[src/rtl/gcp_pkg.sv]
// Shared types and constants of the glyph cell painter.
// No dependencies; the other files that use it refer to it by scoped names.
`default_nettype none
package gcp_pkg;

  localparam int GLYPH_COUNT_DEF = 128;
  localparam int GLYPH_LINES_DEF = 15;
  localparam int MAX_WRITES      = 15;

  localparam logic [7:0] FIRST_CODE = 8'd32;

  localparam int OFFSET_W    = 24;
  localparam int DATA_W      = 64;
  localparam int WIDTH_W     = 14;
  localparam int CFG_INDEX_W = 2;
  localparam int CFG_DATA_W  = 14;

  localparam logic [CFG_INDEX_W-1:0] REG_MONO_MODE      = 2'd0;
  localparam logic [CFG_INDEX_W-1:0] REG_SCANLINE_WIDTH = 2'd1;
  localparam logic [CFG_INDEX_W-1:0] REG_REVERSE_VIDEO  = 2'd2;

  localparam logic [WIDTH_W-1:0] SCANLINE_WIDTH_RESET = 14'd1024;

  typedef struct packed {
    logic capture;
    logic setup;
    logic advance;
  } ctrl_cmd_t;

  typedef struct packed {
    logic is_paint;
    logic last_line;
  } dp_status_t;

endpackage
`default_nettype wire

[src/rtl/gcp_ctrl.sv]
// Controller of the glyph cell painter: sequences capture, setup and emission.
// Depends on gcp_pkg for the command and status structs.
`default_nettype none
module gcp_ctrl (
  input  wire logic                clk,
  input  wire logic                rst,
  input  wire logic                in_valid,
  output logic                     in_ready,
  output logic                     out_valid,
  input  wire logic                out_ready,
  input  wire gcp_pkg::dp_status_t status,
  output gcp_pkg::ctrl_cmd_t       cmd
);

  localparam logic [1:0] ST_IDLE  = 2'd0;
  localparam logic [1:0] ST_SETUP = 2'd1;
  localparam logic [1:0] ST_EMIT  = 2'd2;

  logic [1:0] state;
  logic [1:0] state_next;
  logic       out_valid_next;
  logic       out_free;

  assign in_ready = (state == ST_IDLE);
  assign out_free = !out_valid || out_ready;

  always_comb begin
    state_next  = state;
    cmd         = '0;
    cmd.capture = in_valid && (state == ST_IDLE);
    case (state)
      ST_IDLE: begin
        if (in_valid && status.is_paint) begin
          state_next = ST_SETUP;
        end
      end
      ST_SETUP: begin
        cmd.setup  = 1'b1;
        state_next = ST_EMIT;
      end
      ST_EMIT: begin
        if (out_free) begin
          cmd.advance = 1'b1;
          if (status.last_line) begin
            state_next = ST_IDLE;
          end
        end
      end
      default: begin
        state_next = ST_IDLE;
      end
    endcase
  end

  always_comb begin
    out_valid_next = out_valid;
    if (cmd.advance) begin
      out_valid_next = 1'b1;
    end else if (out_ready) begin
      out_valid_next = 1'b0;
    end
  end

  always_ff @(posedge clk) begin
    if (rst) begin
      state     <= ST_IDLE;
      out_valid <= 1'b0;
    end else begin
      state     <= state_next;
      out_valid <= out_valid_next;
    end
  end

`ifndef SYNTHESIS
  a_advance_free: assert property (@(posedge clk) disable iff (rst)
    cmd.advance |-> (!out_valid || out_ready))
    else $error("beat loaded over a pending write");

  a_paint_setup: assert property (@(posedge clk) disable iff (rst)
    (in_valid && in_ready && status.is_paint) |=> (state == ST_SETUP))
    else $error("paint beat did not start setup");

  a_setup_emit: assert property (@(posedge clk) disable iff (rst)
    (state == ST_SETUP) |=> (state == ST_EMIT && !in_ready))
    else $error("setup did not lead to emission");

  a_last_idle: assert property (@(posedge clk) disable iff (rst)
    (cmd.advance && status.last_line) |=> (state == ST_IDLE && out_valid))
    else $error("last write did not end the character");
`endif

endmodule
`default_nettype wire

[config.mk]
export PLATFORM = sky130hd
export DESIGN_NAME = gcp_ctrl
export DESIGN_NICKNAME = d
export VERILOG_FILES = /design/src/rtl/gcp_pkg.sv /design/src/rtl/gcp_ctrl.sv
export SDC_FILE = /design/constraint.sdc
export NUM_CORES = 1
export LEC_CHECK = 0
export ABC_AREA = 0
export BUFFER_PORTS_ARGS = -buffer_cell sky130_fd_sc_hd__buf_2
export CAP_MARGIN = 20
export CORE_AREA = 2 2 39 41
export DETAILED_ROUTE_END_ITERATION = 12
export DIE_AREA = 0 0 41 43
export PLACE_DENSITY_LB_ADDON = 0.12
export SYNTH_ARGS = -nofsm -noshare
export SYNTH_HDL_FRONTEND = slang
export SYNTH_SLANG_ARGS = --single-unit
[constraint.sdc]
create_clock -name clk -period 1 [get_ports clk]
set_input_delay 0.3 -clock clk [delete_from_list [all_inputs] [get_ports clk]]
set_output_delay 0.3 -clock clk [all_outputs]
set_load 0.1 [all_outputs]
* After elaboration in Yosys (flattened, before gate mapping)
Index checks and enable logic that the tools add are counted.
** Word-level totals
- Bits in registers :: 3
- Bits of input ports :: 6
- Output and inout port bits :: 5
- Word-level logic and storage cells :: 23
** Operators by class
- Equality and inequality tests :: 5
- Muxes and demuxes :: 9
- Reduce and logical (&&, ||, !) cells :: 7
** Operators by type and width (count)
- $mux W2 :: 3
- $pmux W2 S3 :: 1
- $mux W1 :: 5
- $ne A2 B2 Y1 const B :: 2
- $reduce_and A3 Y1 :: 1
- $eq A2 B1 Y1 const B :: 1
- $eq A2 B2 Y1 const B :: 1
- $logic_and A1 B1 Y1 :: 2
- $logic_not A2 Y1 :: 1
- $ne A2 B1 Y1 const B :: 1
- $reduce_bool A2 Y1 :: 1
- $logic_not A1 Y1 :: 1
- $logic_or A1 B1 Y1 :: 1

* Longest topological paths before layout
- Depth in word-level cells :: 5
- Gate-level depth with buffers :: 3
- Depth with buffers taken out :: 2

* Least setup slack after synthesis
No wires, ideal clock.
- Path kind :: register to register
- From :: register state[1]
- To :: register state[0]
- Setup time :: 0.072 ns
- Data arrival time :: 2.953 ns
- Setup slack :: -2.026 ns
- Stages on the path, launching flop included :: 3
- Buffers on the path :: 0
- Clock period less this slack :: 3.026 ns
- Cells stage by stage :: dfxtp_1 > nor3b_1 > and3b_1
** Between the ends
- Longest elaborated chain between the ends :: 3
** Ends and longest elaborated chain
- from (decl) :: RTL line gcp_ctrl.sv:19 : logic [1:0] state;
- from (signal assigned) :: RTL line gcp_ctrl.sv:69 : state <= state_next;
- $eq A2 B2 Y1 / $logic_not A2 Y1 (equally long branches) :: RTL line gcp_ctrl.sv:31 : case (state)
- $ne A2 B2 Y1 (no line) / $ne A2 B1 Y1 (equally long branches)
- $reduce_and A3 Y1 (no line)
Parallel ways exist; a longest one is shown, timed or not.
A chain may end at the register's enable or synchronous reset.

==> metrics.cfg <==
[floorplan]
die_w_um=41
initial_core_util_pct=10.5
ios=11
die_area_mm2=0.00176
fp.dieH_um=43
fp-row-count=14
core_area_mm2=0.00138

[layout]
antenna_cells=0
num-fill-cells=154
final_nets=38
drive_above_1_share_pct=87.1
area_growth_pct=171
final_cell_mix=buf_2 (5), buf_12 (5), nand2b_4 (3), clkbuf_4 (3), buf_4 (3)

[routing]
drt_iter0_drc=0
num_vias=154
drc=0
detail-route-antenna-nets=0
routed_wl_um=363
vias_per_cell=3.28
wl_per_cell_um=7.72
drtPass1Iterations=1

[synth]
netlist_area_um2=145
synth_nets=21
yosysUniqueCellTypes=11
syn_inst=15
ys_ff_latch=3
syn_avg_cell_area_um2=9.68
synth-seq-area-share_pct=41.4
synth_warnings=0

[worst_hold_path]
holdPathStages=2
hold_path_end=out_valid$_SDFFE_PP0P_
timing.hold.worst.class=in2reg
worstHoldStart=rst

[clock_tree]
htree_levels=1
cts_buffer_depth=2
ctsHoldBuffers=0
post_cts_buffers=0
cts_tree=built
worstSkewPairLatency_ns=0.23
cts-root-buf=clkbuf_4
cts_sinks=3
path_clk_slew_ns=0.04
cts_buffers=3

[placement]
numPortBuffers=10
place_ws_ns=-0.148
routabilityCongestion=0.694

[sta]
rsz0062_at_grt=true
fin_tns_setup_ns=-1.39
fin_crit_ns=1.34
slew_headroom_pct=85.8
final.setup.worst_slack_ns=-0.341
finalHoldViolCount=0
maxSlewViolCount=0
tightest_slew_ns=0.213
finalCritPeriodShare_pct=134
fmax_ghz=0.746
finalClockSkew_ns=0.00180
setup_viol=5

[setup_path]
r2r_end=state[1]$_SDFFE_PP0P_
crit_path_start_kind=register
worstPathArrival_ns=1.04
cp.required_ns=0.70
regToRegSetupSlack_ns=0.11
rr_worst_depth=3
cp_max_fo=4
cp-end-kind=output port
critPathKind=reg2out
reg2reg_from=state[1]$_SDFFE_PP0P_

[power_and_ir_drop]
finalPower_uw=505
irDropWorstVdd_mv=0.394
power_density_mw_per_mm2=1290
p_leak_nw=0.164

[status]
status=complete, but fails checks
failed_checks=negative setup slack

[global_route]
grt-ovfl-total=0
grt_pass1_vias=173
antenna_found_initial=0
grt_max_degree=5
grt_usage_pct=5.72
grt_pass1_wl_um=607

[job]
cap_violations=0

sequential cells by signal, indices dropped and copies added, names as in the netlist:
name and count:
out_valid 1, state 2
report_power, final:
group | internal (mW) | switching [mW] | total (mW)
registers | 0.121 | 0.00737 | 0.128
logic | 0.0682 | 0.0964 | 0.165
clock network | 0.150 | 0.0629 | 0.212
total | 0.339 | 0.167 | 0.505
timing repair:
| action | in CTS | in global routing |
|---|---|---|
| pin swaps | 1 | 1 |
| setup endpoints to repair | 5 | 6 |
| resized for setup | 4 | 0 |
| gates cloned | 0 | 0 |
Yosys cell counts:
library cell	instances	share of area, %
xnor2_1	1	6.0
a311oi_2	1	10
and3b_1	1	6.0
nor3b_1	1	5.2
inv_1	1	2.6
dfxtp_1	3	41
nor2b_1	1	4.3
nor2_1	1	2.6
a21oi_1	1	3.4
nand2b_1	3	13
buf_4	1	5.2
how the worst max path moves through the flow:
| stage | startpoint | to | slack, ns |
|---|---|---|---|
| 2_1_floorplan | state[0]$_SDFFE_PP0P_ | state[0]$_SDFFE_PP0P_ | -0.52 |
| 3_3_place_gp | state[1]$_SDFFE_PP0P_ | cmd[1] | -0.16 |
| 3_5_place_dp | state[1]$_SDFFE_PP0P_ | cmd[1] | -0.15 |
| 4_1_cts | state[0]$_SDFFE_PP0P_ | cmd[0] | -0.35 |
| 5_1_grt | state[0]$_SDFFE_PP0P_ | cmd[2] | -0.38 |
| 6_report | state[0]$_SDFFE_PP0P_ | cmd[2] | -0.34 |
metal layers:
metal / up-vias / share of wire (%) / global-route usage [%]
li1: 81 / - / -
met1: 68 / 43 / 7.05
met2: 5 / 53 / 6.25
met3: 0 / 3.6 / 0
met4: 0 / 0 / 10.0
met5: - / 0 / 0
cell type report:
cell class | count | area, µm² | share of cell area (%)
clock buffers | 4 | 26.3 | 6.69
inverters | 1 | 7.51 | 1.91
repair buffers | 13 | 148 | 37.6
well taps | 16 | 20.0 | 5.10
multi-input cells | 10 | 123 | 31.2
flip-flops and latches | 3 | 68.8 | 17.5
cells by family after synthesis:
| logic type | Yosys count | share of synthesized area, % |
|---|---|---|
| compound gates | 2 | 13.8 |
| flops | 3 | 41.4 |
| buf+inv | 2 | 7.76 |
| simple gates | 7 | 31.0 |
| xor+xnor | 1 | 6.04 |
stage by stage:
stage / std cells / instance area (µm²) / hold slack [ns] / utilization (%)
3_5_place_dp: 43 / 344 / 0.500 / 24.9
5_1_grt: 47 / 393 / 0.272 / 28.4
4_1_cts: 47 / 393 / 0.250 / 28.4
3_3_place_gp: 43 / 344 / 0.497 / 24.9
2_1_floorplan: 15 / 196 / 0.359 / -
6_report: 47 / 393 / 0.257 / 28.4
critical path, cell delays in order, from the launching register on:
cell and delay [ns]:
dfxtp_2 0.35, nor3b_4 0.25, buf_12 0.21
Power figures use the tool's default switching activity.
